--- config.mk ---
export PLATFORM = sky130hd
export DESIGN_NAME = json_message_line_parser
export DESIGN_NICKNAME = d
export VERILOG_FILES = /design/src/rtl/jmlp_pkg.sv /design/src/rtl/jmlp_front.sv /design/src/rtl/jmlp_queue.sv /design/src/rtl/jmlp_back.sv /design/src/rtl/json_message_line_parser.sv
export SDC_FILE = /design/constraint.sdc
export NUM_CORES = 1
export LEC_CHECK = 0
export BUFFER_PORTS_ARGS = -buffer_cell sky130_fd_sc_hd__buf_2
export CAP_MARGIN = 40
export CORE_ASPECT_RATIO = 0.8
export CORE_MARGIN = 10
export CORE_UTILIZATION = 35
export CTS_BUF_LIST = sky130_fd_sc_hd__clkbuf_2
export CTS_CLUSTER_DIAMETER = 120
export DETAILED_ROUTE_END_ITERATION = 8
export GPL_TIMING_DRIVEN = 1
export PLACE_DENSITY = 0.52
export SLEW_MARGIN = 20
export SYNTH_ARGS = -nofsm -noshare
export SYNTH_HDL_FRONTEND = slang
export SYNTH_HIERARCHICAL = 1
export SYNTH_SLANG_ARGS = --single-unit
export TNS_END_PERCENT = 20
--- constraint.sdc ---
create_clock -name clk -period 8.8 [get_ports clk]
set_input_delay 0.44 -clock clk [delete_from_list [all_inputs] [get_ports clk]]
set_output_delay 0.44 -clock clk [all_outputs]
set_load 0.01 [all_outputs]
--- src/rtl/jmlp_pkg.sv ---
// shared types and constants for the message line parser
`default_nettype none
package jmlp_pkg;

    localparam int ID_BITS_DEF  = 31;
    localparam int MAX_ARGS_DEF = 256;

    typedef enum logic [4:0] {
        PH_BRACE, PH_KEY_OPEN, PH_KEY, PH_COLON, PH_ID_FIRST, PH_ID_MORE,
        PH_TYPE_OPEN, PH_TYPE_CHAR, PH_TYPE_ESC, PH_ARGS_OPEN, PH_ARG_OPEN,
        PH_ARG_CHAR, PH_ARG_ESC, PH_ARG_HEX, PH_ARG_AFTER, PH_AFTER_VALUE
    } phase_t;

    localparam logic [2:0] KIND_TYPE_CHAR = 3'd0;
    localparam logic [2:0] KIND_TYPE_END  = 3'd1;
    localparam logic [2:0] KIND_ARG_CHAR  = 3'd2;
    localparam logic [2:0] KIND_ARG_END   = 3'd3;
    localparam logic [2:0] KIND_OK        = 3'd4;
    localparam logic [2:0] KIND_ERROR     = 3'd5;

    localparam logic [2:0] ERR_SYNTAX   = 3'd0;
    localparam logic [2:0] ERR_KEY      = 3'd1;
    localparam logic [2:0] ERR_EARLY    = 3'd2;
    localparam logic [2:0] ERR_OVERFLOW = 3'd3;
    localparam logic [2:0] ERR_ARGS     = 3'd4;

    typedef struct packed {
        logic [2:0]  kind;
        logic [7:0]  char_value;
        logic [7:0]  arg_index;
        logic [30:0] message_id;
        logic        id_present;
        logic [2:0]  error_code;
    } result_t;

    function automatic logic [3:0] hex_value(input logic [7:0] c);
        logic [3:0] v;
        begin
            v = 4'd0;
            if (c >= 8'h30 && c <= 8'h39)
                v = c[3:0];
            else if ((c >= 8'h61 && c <= 8'h66) || (c >= 8'h41 && c <= 8'h46))
                v = c[3:0] + 4'd9;
            hex_value = v;
        end
    endfunction

endpackage
`default_nettype wire

--- src/rtl/jmlp_front.sv ---
// front end: grammar state machine, classifies each byte into an optional result
`default_nettype none
module jmlp_front #(
    parameter int ID_BITS  = jmlp_pkg::ID_BITS_DEF,
    parameter int MAX_ARGS = jmlp_pkg::MAX_ARGS_DEF
) (
    input  wire logic              clk,
    input  wire logic              rst_n,
    input  wire logic              step,
    input  wire logic [7:0]        char_in,
    input  wire logic              end_of_line,
    output jmlp_pkg::result_t      res,
    output logic                   res_valid
);
    localparam int CW = $clog2(MAX_ARGS + 1);
    localparam logic [ID_BITS-1:0] ID_LIMIT = {ID_BITS{1'b1}};

    jmlp_pkg::phase_t phase_reg, phase_next;
    logic [2:0]         keypos_reg, keypos_next;
    logic [2:0]         cand_reg, cand_next;
    logic [ID_BITS-1:0] id_reg, id_next;
    logic               seen_reg, seen_next;
    logic [7:0]         hex_reg, hex_next;
    logic [2:0]         hleft_reg, hleft_next;
    logic [CW-1:0]      cnt_reg, cnt_next;
    logic               err_reg, err_next;

    logic               digit;
    logic [3:0]         dval;
    logic [ID_BITS+3:0] id_times;
    logic [ID_BITS+3:0] id_sum;
    logic               ovf;
    logic               e_v;
    logic [2:0]         e_code;
    logic               k_v;
    logic [2:0]         k_kind;
    logic [7:0]         k_val;
    logic [7:0]         k_idx;
    logic               restart;
    logic [7:0]         hacc;

    assign digit    = char_in >= 8'h30 && char_in <= 8'h39;
    assign dval     = char_in[3:0];
    assign id_times = ({4'd0, id_reg} << 3) + ({4'd0, id_reg} << 1);
    assign id_sum   = id_times + {{ID_BITS{1'b0}}, dval};
    assign ovf      = id_sum > {4'd0, ID_LIMIT};
    assign hacc     = {hex_reg[3:0], jmlp_pkg::hex_value(char_in)};

    always_comb
    begin
        phase_next = phase_reg;
        keypos_next = keypos_reg;
        cand_next = cand_reg;
        id_next = id_reg;
        seen_next = seen_reg;
        hex_next = hex_reg;
        hleft_next = hleft_reg;
        cnt_next = cnt_reg;
        err_next = err_reg;
        e_v = 1'b0;
        e_code = jmlp_pkg::ERR_SYNTAX;
        k_v = 1'b0;
        k_kind = jmlp_pkg::KIND_TYPE_CHAR;
        k_val = 8'd0;
        k_idx = 8'd0;
        restart = 1'b0;
        res = '0;
        res_valid = 1'b0;
        if (err_reg)
        begin
            restart = end_of_line;
        end
        else if (char_in == 8'd0)
        begin
            e_v = 1'b1;
            e_code = jmlp_pkg::ERR_EARLY;
        end
        else
        begin
            unique case (phase_reg)
                jmlp_pkg::PH_BRACE:
                    if (char_in == "{") phase_next = jmlp_pkg::PH_KEY_OPEN;
                    else e_v = 1'b1;
                jmlp_pkg::PH_KEY_OPEN:
                    if (char_in == "\"")
                    begin
                        phase_next = jmlp_pkg::PH_KEY;
                        keypos_next = 3'd0;
                        cand_next = 3'b111;
                    end
                    else e_v = 1'b1;
                jmlp_pkg::PH_KEY:
                    if (char_in == "\"")
                    begin
                        cand_next[0] = cand_reg[0] && keypos_reg == 3'd2;
                        cand_next[1] = cand_reg[1] && keypos_reg == 3'd4;
                        cand_next[2] = cand_reg[2] && keypos_reg == 3'd4;
                        phase_next = jmlp_pkg::PH_COLON;
                    end
                    else
                    begin
                        case (keypos_reg)
                            3'd0: cand_next = cand_reg & {char_in == "a",
                                char_in == "t", char_in == "i"};
                            3'd1: cand_next = cand_reg & {char_in == "r",
                                char_in == "y", char_in == "d"};
                            3'd2: cand_next = cand_reg & {char_in == "g",
                                char_in == "p", 1'b0};
                            3'd3: cand_next = cand_reg & {char_in == "s",
                                char_in == "e", 1'b0};
                            default: cand_next = 3'b000;
                        endcase
                        if (keypos_reg != 3'd7) keypos_next = keypos_reg + 3'd1;
                    end
                jmlp_pkg::PH_COLON:
                    if (char_in != ":") e_v = 1'b1;
                    else if (cand_reg[0])
                    begin
                        id_next = '0;
                        phase_next = jmlp_pkg::PH_ID_FIRST;
                    end
                    else if (cand_reg[1]) phase_next = jmlp_pkg::PH_TYPE_OPEN;
                    else if (cand_reg[2]) phase_next = jmlp_pkg::PH_ARGS_OPEN;
                    else
                    begin
                        e_v = 1'b1;
                        e_code = jmlp_pkg::ERR_KEY;
                    end
                jmlp_pkg::PH_ID_FIRST:
                    if (digit)
                    begin
                        phase_next = jmlp_pkg::PH_ID_MORE;
                        if (ovf)
                        begin
                            e_v = 1'b1;
                            e_code = jmlp_pkg::ERR_OVERFLOW;
                        end
                        else
                        begin
                            id_next = id_sum[ID_BITS-1:0];
                            seen_next = 1'b1;
                        end
                    end
                    else e_v = 1'b1;
                jmlp_pkg::PH_TYPE_OPEN:
                    if (char_in == "\"") phase_next = jmlp_pkg::PH_TYPE_CHAR;
                    else e_v = 1'b1;
                jmlp_pkg::PH_TYPE_CHAR:
                    if (char_in == "\\") phase_next = jmlp_pkg::PH_TYPE_ESC;
                    else if (char_in == "\"")
                    begin
                        k_v = 1'b1;
                        k_kind = jmlp_pkg::KIND_TYPE_END;
                        phase_next = jmlp_pkg::PH_AFTER_VALUE;
                    end
                    else
                    begin
                        k_v = 1'b1;
                        k_val = char_in;
                    end
                jmlp_pkg::PH_TYPE_ESC:
                begin
                    k_v = 1'b1;
                    k_val = char_in;
                    phase_next = jmlp_pkg::PH_TYPE_CHAR;
                end
                jmlp_pkg::PH_ARGS_OPEN:
                    if (char_in == "[")
                    begin
                        cnt_next = '0;
                        phase_next = jmlp_pkg::PH_ARG_OPEN;
                    end
                    else e_v = 1'b1;
                jmlp_pkg::PH_ARG_OPEN:
                    if (char_in == "]") phase_next = jmlp_pkg::PH_AFTER_VALUE;
                    else if (char_in == "\"")
                    begin
                        if (cnt_reg >= CW'(MAX_ARGS))
                        begin
                            e_v = 1'b1;
                            e_code = jmlp_pkg::ERR_ARGS;
                        end
                        else phase_next = jmlp_pkg::PH_ARG_CHAR;
                    end
                    else e_v = 1'b1;
                jmlp_pkg::PH_ARG_CHAR:
                begin
                    k_idx = 8'(cnt_reg);
                    if (char_in == "\\") phase_next = jmlp_pkg::PH_ARG_ESC;
                    else if (char_in == "\"")
                    begin
                        k_v = 1'b1;
                        k_kind = jmlp_pkg::KIND_ARG_END;
                        cnt_next = cnt_reg + CW'(1);
                        phase_next = jmlp_pkg::PH_ARG_AFTER;
                    end
                    else
                    begin
                        k_v = 1'b1;
                        k_kind = jmlp_pkg::KIND_ARG_CHAR;
                        k_val = char_in;
                    end
                end
                jmlp_pkg::PH_ARG_ESC:
                begin
                    k_idx = 8'(cnt_reg);
                    if (char_in == "u")
                    begin
                        hex_next = 8'd0;
                        hleft_next = 3'd4;
                        phase_next = jmlp_pkg::PH_ARG_HEX;
                    end
                    else
                    begin
                        k_v = 1'b1;
                        k_kind = jmlp_pkg::KIND_ARG_CHAR;
                        k_val = char_in;
                        phase_next = jmlp_pkg::PH_ARG_CHAR;
                    end
                end
                jmlp_pkg::PH_ARG_HEX:
                begin
                    k_idx = 8'(cnt_reg);
                    hex_next = hacc;
                    if (hleft_reg != 3'd0) hleft_next = hleft_reg - 3'd1;
                    if (hleft_reg <= 3'd1)
                    begin
                        k_v = 1'b1;
                        k_kind = jmlp_pkg::KIND_ARG_CHAR;
                        k_val = hacc;
                        phase_next = jmlp_pkg::PH_ARG_CHAR;
                    end
                end
                jmlp_pkg::PH_ARG_AFTER:
                    if (char_in == ",") phase_next = jmlp_pkg::PH_ARG_OPEN;
                    else if (char_in == "]") phase_next = jmlp_pkg::PH_AFTER_VALUE;
                    else e_v = 1'b1;
                jmlp_pkg::PH_ID_MORE, jmlp_pkg::PH_AFTER_VALUE:
                    if (phase_reg == jmlp_pkg::PH_ID_MORE && digit)
                    begin
                        if (ovf)
                        begin
                            e_v = 1'b1;
                            e_code = jmlp_pkg::ERR_OVERFLOW;
                        end
                        else
                        begin
                            id_next = id_sum[ID_BITS-1:0];
                            seen_next = 1'b1;
                        end
                    end
                    else if (char_in == ",") phase_next = jmlp_pkg::PH_KEY_OPEN;
                    else if (char_in == "}" && end_of_line)
                    begin
                        k_v = 1'b1;
                        k_kind = jmlp_pkg::KIND_OK;
                    end
                    else e_v = 1'b1;
                default: e_v = 1'b1;
            endcase

            if (e_v)
            begin
                res_valid = 1'b1;
                res.kind = jmlp_pkg::KIND_ERROR;
                res.error_code = e_code;
                err_next = 1'b1;
                restart = end_of_line;
            end
            else if (k_v && k_kind == jmlp_pkg::KIND_OK)
            begin
                res_valid = 1'b1;
                res.kind = jmlp_pkg::KIND_OK;
                res.message_id = seen_reg ? 31'(id_reg) : 31'd0;
                res.id_present = seen_reg;
                restart = 1'b1;
            end
            else if (end_of_line)
            begin
                res_valid = 1'b1;
                res.kind = jmlp_pkg::KIND_ERROR;
                res.error_code = jmlp_pkg::ERR_EARLY;
                restart = 1'b1;
            end
            else if (k_v)
            begin
                res_valid = 1'b1;
                res.kind = k_kind;
                res.char_value = k_val;
                res.arg_index = (k_kind == jmlp_pkg::KIND_TYPE_CHAR ||
                    k_kind == jmlp_pkg::KIND_TYPE_END) ? 8'd0 : k_idx;
            end
        end
        if (!err_reg && char_in == 8'd0)
        begin
            res_valid = 1'b1;
            res = '0;
            res.kind = jmlp_pkg::KIND_ERROR;
            res.error_code = jmlp_pkg::ERR_EARLY;
            restart = 1'b1;
        end
    end

    always_ff @(posedge clk or negedge rst_n)
    begin
        if (!rst_n)
        begin
            phase_reg <= jmlp_pkg::PH_BRACE;
            keypos_reg <= '0;
            cand_reg <= 3'b111;
            id_reg <= '0;
            seen_reg <= 1'b0;
            hex_reg <= '0;
            hleft_reg <= '0;
            cnt_reg <= '0;
            err_reg <= 1'b0;
        end
        else if (step)
        begin
            if (restart)
            begin
                phase_reg <= jmlp_pkg::PH_BRACE;
                keypos_reg <= '0;
                cand_reg <= 3'b111;
                id_reg <= '0;
                seen_reg <= 1'b0;
                hex_reg <= '0;
                hleft_reg <= '0;
                cnt_reg <= '0;
                err_reg <= 1'b0;
            end
            else
            begin
                phase_reg <= phase_next;
                keypos_reg <= keypos_next;
                cand_reg <= cand_next;
                id_reg <= id_next;
                seen_reg <= seen_next;
                hex_reg <= hex_next;
                hleft_reg <= hleft_next;
                cnt_reg <= cnt_next;
                err_reg <= err_next;
            end
        end
    end
endmodule
`default_nettype wire

--- src/rtl/jmlp_queue.sv ---
// short result queue between front end and output side
`default_nettype none
module jmlp_queue (
    input  wire logic              clk,
    input  wire logic              rst_n,
    input  wire logic              wr,
    input  jmlp_pkg::result_t      wr_data,
    output logic                   full,
    input  wire logic              rd,
    output jmlp_pkg::result_t      rd_data,
    output logic                   empty
);
    jmlp_pkg::result_t mem_reg [2];
    logic       wp_reg, rp_reg;
    logic [1:0] cnt_reg;

    assign full    = cnt_reg == 2'd2;
    assign empty   = cnt_reg == 2'd0;
    assign rd_data = mem_reg[rp_reg];

    always_ff @(posedge clk)
    begin
        if (wr && !full) mem_reg[wp_reg] <= wr_data;
    end

    always_ff @(posedge clk or negedge rst_n)
    begin
        if (!rst_n)
        begin
            wp_reg <= 1'b0;
            rp_reg <= 1'b0;
            cnt_reg <= 2'd0;
        end
        else
        begin
            if (wr && !full) wp_reg <= ~wp_reg;
            if (rd && !empty) rp_reg <= ~rp_reg;
            cnt_reg <= cnt_reg + 2'(wr && !full) - 2'(rd && !empty);
        end
    end
endmodule
`default_nettype wire

--- src/rtl/jmlp_back.sv ---
// back end: output register stage presenting results as a queue
`default_nettype none
module jmlp_back (
    input  wire logic              clk,
    input  wire logic              rst_n,
    input  jmlp_pkg::result_t      q_data,
    input  wire logic              q_empty,
    output logic                   q_rd,
    input  wire logic              pop,
    output logic                   empty,
    output jmlp_pkg::result_t      out_data
);
    logic              valid_reg;
    jmlp_pkg::result_t data_reg;

    assign empty    = !valid_reg;
    assign out_data = data_reg;
    assign q_rd     = !q_empty && (!valid_reg || pop);

    always_ff @(posedge clk)
    begin
        if (q_rd) data_reg <= q_data;
    end

    always_ff @(posedge clk or negedge rst_n)
    begin
        if (!rst_n) valid_reg <= 1'b0;
        else if (q_rd) valid_reg <= 1'b1;
        else if (pop) valid_reg <= 1'b0;
    end
endmodule
`default_nettype wire

--- src/rtl/json_message_line_parser.sv ---
// top level of the message line parser
// a result passes through the result queue and then the output register before it reaches the output ports
// throughput: one byte per cycle while full is low, set by the grammar state machine
// full rises only when the two-entry result queue is full and output is stalled
// reset clears the parser state, the queue and the output stage
`default_nettype none
module json_message_line_parser #(
    parameter int ID_BITS  = jmlp_pkg::ID_BITS_DEF,
    parameter int MAX_ARGS = jmlp_pkg::MAX_ARGS_DEF
) (
    input  wire logic        clk,
    input  wire logic        rst_n,
    input  wire logic        push,
    output logic             full,
    input  wire logic [7:0]  char_in,
    input  wire logic        end_of_line,
    output logic             empty,
    input  wire logic        pop,
    output logic [2:0]       kind,
    output logic [7:0]       char_value,
    output logic [7:0]       arg_index,
    output logic [30:0]      message_id,
    output logic             id_present,
    output logic [2:0]       error_code
);
    jmlp_pkg::result_t f_res, q_data, o_data;
    logic f_valid, q_full, q_empty, q_rd, step;

    assign full = q_full;
    assign step = push && !q_full;

    jmlp_front #(.ID_BITS(ID_BITS), .MAX_ARGS(MAX_ARGS)) u_front (
        .clk(clk), .rst_n(rst_n), .step(step), .char_in(char_in),
        .end_of_line(end_of_line), .res(f_res), .res_valid(f_valid)
    );

    jmlp_queue u_queue (
        .clk(clk), .rst_n(rst_n), .wr(step && f_valid), .wr_data(f_res),
        .full(q_full), .rd(q_rd), .rd_data(q_data), .empty(q_empty)
    );

    jmlp_back u_back (
        .clk(clk), .rst_n(rst_n), .q_data(q_data), .q_empty(q_empty),
        .q_rd(q_rd), .pop(pop), .empty(empty), .out_data(o_data)
    );

    assign kind       = o_data.kind;
    assign char_value = o_data.char_value;
    assign arg_index  = o_data.arg_index;
    assign message_id = o_data.message_id;
    assign id_present = o_data.id_present;
    assign error_code = o_data.error_code;
endmodule
`default_nettype wire
==> results of run 1 <==
[worst reg2reg max path: stages, from the launching register on]
cell and delay, ns:
dfrtp_1 0.42, inv_1 0.08, fa_1 0.55, inv_1 0.06
ha_1 0.28, a21oi_1 0.14, nor2b_1 0.10, a311oi_4 0.40
o21bai_1 0.19, a211o_1 0.39, o2bb2ai_1 0.17, o211ai_2 0.29
a32o_1 0.21, o21ai_0 0.22, a31oi_1 0.23, and3b_1 0.18
nand2_1 0.12, nor2_4 0.52, buf_4 0.56
[cell families (layout without fill, tap and decap cells)]
kind of cell             after synthesis  after routing  share of synthesized area [%]
flip-flops                           226            226                           52.8
XOR/XNOR                              35             35                           2.50
adder cells (fa/ha/maj)               79             79                           8.19
buffers and inverters                 83            238                           3.70
multiplexers                          61             61                           7.05
AO/OA/AOI/OAI                        240            240                           13.4
AND/OR/NAND/NOR                      303            303                           12.4
other                                  0              1                              0
[cell usage in the layout (no fill, tap or decap), types with 12 or more instances in the layout]
cell and instances:
inv_1 34, nand3_1 32, nand2_1 69, nor2_1 69, clkinv_1 12, dfrtp_1 60
buf_2 68, mux2_4 49, clkbuf_2 93, a22o_1 33, a21oi_1 64, nand4_1 14
o21ai_0 47, nor3_1 15, xor2_1 20, dlygate4sd3_1 13, and2_1 41, edfxtp_1 162
ha_1 77, xnor2_1 15, nor2b_1 13
[metal layers]
metal / global-route usage (%) / wire (um) / up-vias / share of wire (%)
li1: - / - / 4099 / -
met1: 19.4 / 14600 / 4064 / 51
met2: 18.2 / 11500 / 234 / 40
met3: 3.40 / 1880 / 41 / 6.6
met4: 4.17 / 501 / 0 / 1.8
met5: 0 / 0 / - / 0
[stage by stage]
stage          total power [uW]  utilization (%)  hold WS, ns  instances
6_report                   3140             39.5        0.141       1655
5_1_grt                    3360             39.5       0.0766       1655
4_1_cts                    3210             39.5      0.00118       1654
3_5_place_dp               2450             37.6        0.433       1531
3_3_place_gp               2430             37.4        0.461       1526
2_1_floorplan              2200                -        0.144       1027
[power breakdown]
| part | internal [uW] | total (uW) | switching (uW) |
|---|---|---|---|
| sequential | 1430 | 1550 | 120 |
| clock | 286 | 722 | 437 |
| combinational | 378 | 864 | 486 |
[path summary, 6_finish.rpt]
path | startpoint | to | slack [ns]
max | u_front/id_reg[0] | u_queue/mem_reg[0][25] | 3.24
min | char_in[3] | u_front/cand_reg[1] | 0.14
max reg2reg | u_front/id_reg[0] | u_queue/mem_reg[0][25] | 3.24
min reg2reg | u_queue/mem_reg[0][3] | u_back/out_data[3] | 0.48
max in group asynchronous | rst_n | u_front/id_reg[21] | 7.59
min in group asynchronous | rst_n | u_queue/wp_reg | 0.57
[what timing repair did]
action | 4_1_cts | 5_1_grt
buffers inserted | 0 | 0
hold endpoints to repair | 79 | 0
hold buffers | 13 | 0
[layout make-up]
class,instances,share of cell area (%)
sequential,226,47.2
multi-input combinational,718,39.0
timing repair buffer,94,4.46
tap,472,4.31
clock buffer,93,3.40
inverter,34,0.931
clock inverter,17,0.594
antenna,1,0.0183
==> metrics.txt, run 1 <==
status=finished clean; Levels on crit path=18; MaxCap Viol Count=0; register clock-pin slew on the reported worst setup and hold paths=0.10 ns; # resized after CTS=0; post-route cell area=13,700 um^2; DR iter-0 viols=677; fin nets=1,224; # port buffers=68; Crit path buffers/inverters=3; post-detail-place hpwl=20.1 mm; DRT Pass-1 Iters=5; Synth Cell Area=12,300 um^2; clk root buf=clkbuf_2; RSZ-0062 raised after global routing=no; via/cell ratio=5.10; Final ANT Viol Nets=0; Slew HR=41.5%; max FFs per register=108; kind of critical path=flop to flop; final worst clock skew=0.0964 ns; CP delay by family, top=compound AO/OA/AOI/OAI gates; Skew-Pair Late Insertion Delay=0.92 ns; worst slew pin tran=0.865 ns; HP Class=input port to flop; most used cell, CP=inv_1; dominant cell type by area after synthesis=edfxtp_1; clock buffer count from CTS=58; leakage power=0.00576 uW; DR DRC count=0; Die Y=187 um; TNS Setup=0 ns; CTS tree=done; final number of setup-violating endpoints=0; crit-path max cell delay=0.56 ns; Avg Inst Size Synth=11.9 um^2; most common cell in the netlist=edfxtp_1; Tmin final=5.56 ns; largest net degree at the start of global routing=56; number of synthesized flops with an enable pin=162; io pins=69; final-report max-slew violation count=0; Final period util=63.1%; FFs w/ async S/R, synth=28.3%; RePlAce Congestion=0.913; Hold Crit Depth=6; Seq/Total Area, Yosys=52.8%; total track usage=13.2%; Critical Path Fanout Max=37; first-pass GRT wire length=46.3 mm; Hold Fails Final Rpt=0; Setup crit end kind=flop; initial antenna violation count=1; clock tree buffer depth=3; area of the multi-input gates=5350 um^2; Syn Nets=1,119; row cnt=61; GR Overflow Total=0; Unique masters post-synth=74; clock sink count=226; warnings from Yosys=6; Post-synth top flop=edfxtp_1; Die Area=42,900 um^2; fmax=180 MHz; DP Area=13,000 um^2; Fillers=3,399; # H-tree levels=2; WL final=28.5 mm; Die Width=229 um; vias in the first global route=8,440; crit path launch type=flop; Starting Density=35.4%; setup ws final=3.24 ns; Cell Chain, Critical Path=inv_1, fa_1, inv_1, ha_1, a21oi_1, nor2b_1, a311oi_4, o21bai_1, a211o_1, o2bb2ai_1, o211ai_2, a32o_1, o21ai_0, a31oi_1, and3b_1, nand2_1, nor2_4, buf_4; register area=6470 um^2; Required @ worst endpoint=9.28 ns; share of cells above drive strength 1=22.0%; setup slack at placement=2.92 ns; Core Region=34,700 um^2; Cells after Synth=1,027; CP Data Arrival Time=6.03 ns; flops & latches, synth=226; Peak VDD IR=0.110 mV; synth top area cells=edfxtp_1 (40%), dfrtp_1 (12%), ha_1 (7.9%); Critical Path Slowest Stage Cell=buf_4; top cells by count, synth=edfxtp_1 (162), ha_1 (77), nor2_1 (70); P&R area growth vs syn=11.8%; Routed wire per std cell=17.2 um; vias=8,438; Worst Reg-to-Reg Cells=18; P per Cell Area=229 nW/um^2; Yosys top cell area share=39.7%
Power figures use the tool's default switching activity.
==> run 2: changes to the inputs <==
- PLACE_DENSITY: 0.52 -> 0.53
- clock period: 8.8 -> 4.95 ns (I/O delays scaled with it)
==> run 2 against run 1 <==
Compared with the run above:
- clock power grew 76%
- sequential power grew 77%
- routed wire length grew 0.26%
- clock skew shrank 0.011 ns
- critical path type unchanged
- first-iteration DRC count grew 4.4%
- largest power group unchanged
- sequential share of layout area shrank 0.58 points
- count of clock-buffer cells in the layout shrank 6
- via count grew 1.8%
- worst hold slack gained 0.20 ns
==> metrics.txt, run 2 (same netlist as run 1, synthesis figures left out) <==
Required @ worst endpoint=5.49 ns; Post-Place Cells=1,538; Post-CTS Repair Setup Buffers=0; share of cells above drive strength 1=21.8%; met2 usage=18.3%; clock tree buffer depth=3; most used cell, CP=inv_1; DR DRC count=0; DP Area=13,100 um^2; commonest non-fill, non-tap cell in the layout=edfxtp_1; CP Launch Point=u_front/id_reg[0]; Critical Path Fanout Max=28; clock sink count=226; Die Width=229 um; Register-to-Register Setup Slack=0.29 ns; WHS=0.339 ns; CP Data Arrival Time=5.20 ns; Tot Pwr=5600 uW; row cnt=61; # H-tree levels=2; hold wc startpoint=char_in[0]; via/cell ratio=5.13; Cell Chain, Critical Path=inv_1, fa_1, inv_1, ha_1, a21oi_1, nor2b_1, a311oi_4, o21bai_1, a211o_1, o2bb2ai_1, o211ai_2, a32o_1, o21ai_0, a31oi_1, and3b_1, and3_2, buf_12; Tmin final=4.66 ns; WL final=28.6 mm; Non-Filler Instances=1,673; register clock-pin slew on the reported worst setup and hold paths=0.10 ns; Slew HR=43.4%; Skew-Pair Late Insertion Delay=0.92 ns; final-report max-slew violation count=0; Setup crit end kind=flop; initial antenna violation count=1; worst r2r dst=u_queue/mem_reg[1][21]; DRT Pass-1 Iters=5; final number of setup-violating endpoints=0; Final ANT Viol Nets=0; final worst clock skew=0.0856 ns; largest net degree at the start of global routing=55; HP Class=input port to flop; worst slew pin tran=0.849 ns; TNS Setup=0 ns; total track usage=13.1%; Die Y=187 um; status=finished clean; fin nets=1,240; P per Cell Area=403 nW/um^2; GR Overflow Total=0; post-route cell area=13,900 um^2; GR peak layer=met1; Final period util=94.1%; Routed wire per std cell=17.1 um; P&R area growth vs syn=13.2%; crit-path max cell delay=0.56 ns; Critical Path Slowest Stage Cell=fa_1; post-detail-place hpwl=19.9 mm; DR iter-0 viols=707; Die Area=42,900 um^2; leakage power=0.00582 uW; Peak VDD IR=0.212 mV; clock buffer count from CTS=59; fmax=215 MHz; Core Region=34,700 um^2; most frequent cells in the layout=edfxtp_1 (162), clkbuf_2 (87), ha_1 (77), nor2_1 (69), nand2_1 (69); first-pass GRT wire length=46.1 mm; # port buffers=68; CTS tree=done; MaxCap Viol Count=0; Reg2Reg Launch Point=u_front/id_reg[0]; Worst Setup EP=u_queue/mem_reg[1][21]; vias=8,586; met3 usage=2.94%; io pins=69; crit path launch type=flop; Starting Density=35.4%; RePlAce Congestion=0.867; Worst Reg-to-Reg Cells=17; kind of critical path=flop to flop; RSZ-0062 raised after global routing=no; M1 GR Usage=19.4%; clk root buf=clkbuf_2; max FFs per register=108; Hold Fails Final Rpt=0; vias in the first global route=8,447
## run 2: changes by cell type in the layout (fill, tap and decap cells not counted), moves of 2 or more
cell / before / now
dlygate4sd3_1: 13 / 20
buf_12: 0 / 3
buf_4: 9 / 15
clkinv_1: 12 / 22
clkinv_2: 2 / 0
inv_8: 0 / 2
clkbuf_2: 93 / 87
## run 2: area by class of cell
cell class	count	area, um^2
fillers	3421	20800
repair buffers	109	772
well taps	472	591
clock buffers	87	435
flip-flops and latches	226	6470
multi-input cells	718	5350
diodes	2	5.00
inverters	34	128
clock inverters	25	114
## run 2: power breakdown
group | total (uW) | internal [uW] | switching [uW] | leakage [uW]
Clock | 1270 | 491 | 780 | 0.000412
Combinational | 1570 | 697 | 875 | 0.00303
Sequential | 2750 | 2550 | 205 | 0.00238
## run 2: metal layers
metal	up-vias	routed length [um]
met5	-	0
met4	0	560
met3	42	1800
met2	284	11800
met1	4127	14400
li1	4133	-
## run 2: worst min path at each step
stage                                    end  slack [ns]  depth (start not counted)
after floorplan             u_back/valid_reg       -0.05                          0
after global placement      u_back/valid_reg        0.44                          2
after detailed placement  u_front/cnt_reg[3]        0.26                          2
after CTS                  u_front/id_reg[0]        0.20                          3
after global routing       u_front/id_reg[0]        0.27                          3
final                      u_front/id_reg[0]        0.34                          3
## run 2: critical path: cells and delay by family, from the launching register on
kind	cells	cell delay (ns)
buf+inv	3	0.38
flops	1	0.40
compound gates	9	1.93
simple gates	3	0.72
fa+ha+maj	2	0.84
## run 2: what timing repair did
item / CTS / global route
setup endpoints to repair: 0 / 5
gates resized for setup: 0 / 1
hold buffers: 20 / 0
endpoints found under the hold margin: 107 / 0
## run 2: per-stage QoR
step	utilization [%]	setup WS (ns)
2_1_floorplan	-	0.0777
3_3_place_gp	37.7	0.378
3_5_place_dp	37.8	0.224
4_1_cts	40.0	0.176
5_1_grt	40.0	0.0155
6_report	40.0	0.292
==> run 3: changes to the inputs <==
- PLACE_DENSITY: 0.53 -> 0.52
- clock period: 4.95 -> 4.3 ns (I/O delays scaled with it)
==> run 3 against run 2 <==
Compared with the run above:
- sequential power rose by 16%
- first-iteration DRC count fell by 12%
- routed wire length rose by 3.8%
- critical path type unchanged
- non-clock buffer count rose by 35
- die area did not move
- critical path depth rose by 3
- critical endpoint is now u_queue/mem_reg[0][26]
- highest routed layer unchanged
==> metrics.txt, run 3 (same netlist as run 1, synthesis figures left out) <==
status=finished clean; Skew-Pair Late Insertion Delay=0.94 ns; most used cell, CP=inv_2; Required @ worst endpoint=4.90 ns; leakage power=0.00614 uW; final number of setup-violating endpoints=0; P&R area growth vs syn=17.5%; Post-Place Cells=1,564; clock sink count=226; WHS=0.281 ns; CP Data Arrival Time=4.88 ns; P per Cell Area=466 nW/um^2; total track usage=13.1%; sequential share of power=47.6%; Tmin final=4.29 ns; Slew HR=42.6%; initial antenna violation count=1; vias=8,600; Setup crit end kind=flop; Fillers=3,442; commonest non-fill, non-tap cell in the layout=edfxtp_1; Die Area=42,900 um^2; final worst clock skew=0.0867 ns; max FFs per register=108; Die Y=187 um; Routed wire per std cell=17.4 um; Die Width=229 um; worst slew pin tran=0.856 ns; Clock Power Share=22.8%; Final period util=99.7%; hold wc startpoint=char_in[1]; # port buffers=68; io pins=69; RSZ-0062 raised after global routing=yes; largest net degree at the start of global routing=55; Core Region=34,700 um^2; Power Internal=4490 uW; vias in the first global route=8,438; Critical Path Slowest Stage Cell=fa_1; register clock-pin slew on the reported worst setup and hold paths=0.09 ns; first-pass GRT wire length=46.3 mm; M1 GR Usage=19.4%; GR Overflow Total=0; switching part of the total=33.1%; CP Launch Point=u_front/id_reg[0]; kind of critical path=flop to flop; clk root buf=clkbuf_2; RePlAce Congestion=0.878; Final ANT Viol Nets=0; GR peak layer=met1; fmax=233 MHz; Starting Density=35.4%; DR DRC count=0; row cnt=61; Switching Power=2230 uW; DRT Pass-1 Iters=5; crit-path max cell delay=0.59 ns; Hold Fails Final Rpt=0; Peak VDD IR=0.304 mV; clock tree buffer depth=3; met3 usage=3.21%; logic gate share of total power=29.6%; final core utilization=41.6%; Non-Filler Instances=1,708; final-report max-slew violation count=0; setup slack at placement=0.0473 ns; Cell Chain, Critical Path=inv_2, fa_1, inv_2, ha_4, a21oi_4, nor2b_4, a311oi_4, o21bai_1, a211o_1, o2bb2ai_2, o211ai_2, a32o_1, o21ai_2, a31oi_1, and3b_1, nand2_2, buf_6, nor2_4, buf_12, clkbuf_16; clock buffer count from CTS=60; setup ws final=0.0129 ns; via/cell ratio=5.04; Reg2Reg Launch Point=u_front/id_reg[0]; met2 usage=18.3%; share of cells above drive strength 1=26.7%; Critical Path Fanout Max=9; DR iter-0 viols=620; # H-tree levels=2; crit path launch type=flop; MaxCap Viol Count=0; TNS Setup=0 ns; most frequent cells in the layout=edfxtp_1 (162), clkbuf_2 (99), ha_1 (73), nor2_1 (69); WL final=29.6 mm; CTS tree=done; fin nets=1,276; post-detail-place hpwl=20.2 mm; HP Class=input port to flop
==> run 3: changes by cell type in the layout (fill, tap and decap cells not counted), moves of 2 or more <==
cell	change
a21oi_1	-2
buf_12	+5
buf_4	+25
buf_6	+3
clkbuf_16	+4
clkbuf_2	+12
clkinv_1	-12
ha_1	-4
ha_4	+3
inv_1	-3
inv_2	+2
==> run 3: path summary, 6_finish.rpt <==
check	end	slack, ns	cells past startpoint
max reg2reg	u_queue/mem_reg[0][26]	0.01	20
min	u_front/id_reg[1]	0.28	4
max in group asynchronous	u_front/id_reg[14]	2.67	5
min in group asynchronous	u_front/cnt_reg[8]	0.52	4
max	u_queue/mem_reg[0][26]	0.01	20
min reg2reg	u_front/cand_reg[2]	0.49	2
==> run 3: repair_timing <==
action                                  4_1_cts  5_1_grt
buffers inserted                              0        4
endpoints found under the hold margin       110        0
gates resized for setup                       0       29
hold buffers                                 19        0
endpoints found under the setup margin        0      105
==> run 3: cell type report <==
| type | instances | area (um^2) | share of cell area, % |
|---|---|---|---|
| flip-flops and latches | 226 | 6470 | 44.9 |
| clock inverters | 14 | 73.8 | 0.513 |
| diodes | 1 | 2.50 | 0.0174 |
| clock buffers | 99 | 495 | 3.44 |
| inverters | 34 | 130 | 0.903 |
| repair buffers | 144 | 1160 | 8.03 |
| well taps | 472 | 591 | 4.10 |
| multi-input cells | 718 | 5480 | 38.1 |
==> run 3: power by group through the flow <==
stage	Clock, uW	Sequential (uW)	Combinational [uW]
2_1_floorplan	0	3240	1250
3_3_place_gp	0	3310	1720
3_5_place_dp	0	3250	1800
4_1_cts	1610	3210	1830
5_1_grt	1750	3260	2150
6_report	1530	3200	1990
==> run 3: critical path: cells and delay by family (launching register included) <==
kind	cells	cell delay, ns
fa+ha+maj	2	0.81
simple gates	4	0.47
buf+inv	5	0.60
compound gates	9	1.70
flops	1	0.40
==> run 3: routing by layer <==
layer / routed length [um] / share of wire (%) / up-vias
met5: 0 / 0 / -
met4: 408 / 1.4 / 0
met3: 1490 / 5.0 / 35
met2: 12500 / 42 / 207
met1: 15300 / 51 / 4161
li1: - / - / 4197
==> run 3: through the flow <==
step           area, um^2  total power (uW)
2_1_floorplan       12300              4490
3_3_place_gp        13300              5030
3_5_place_dp        13300              5050
4_1_cts             14100              6640
5_1_grt             14400              7150
6_report            14400              6720
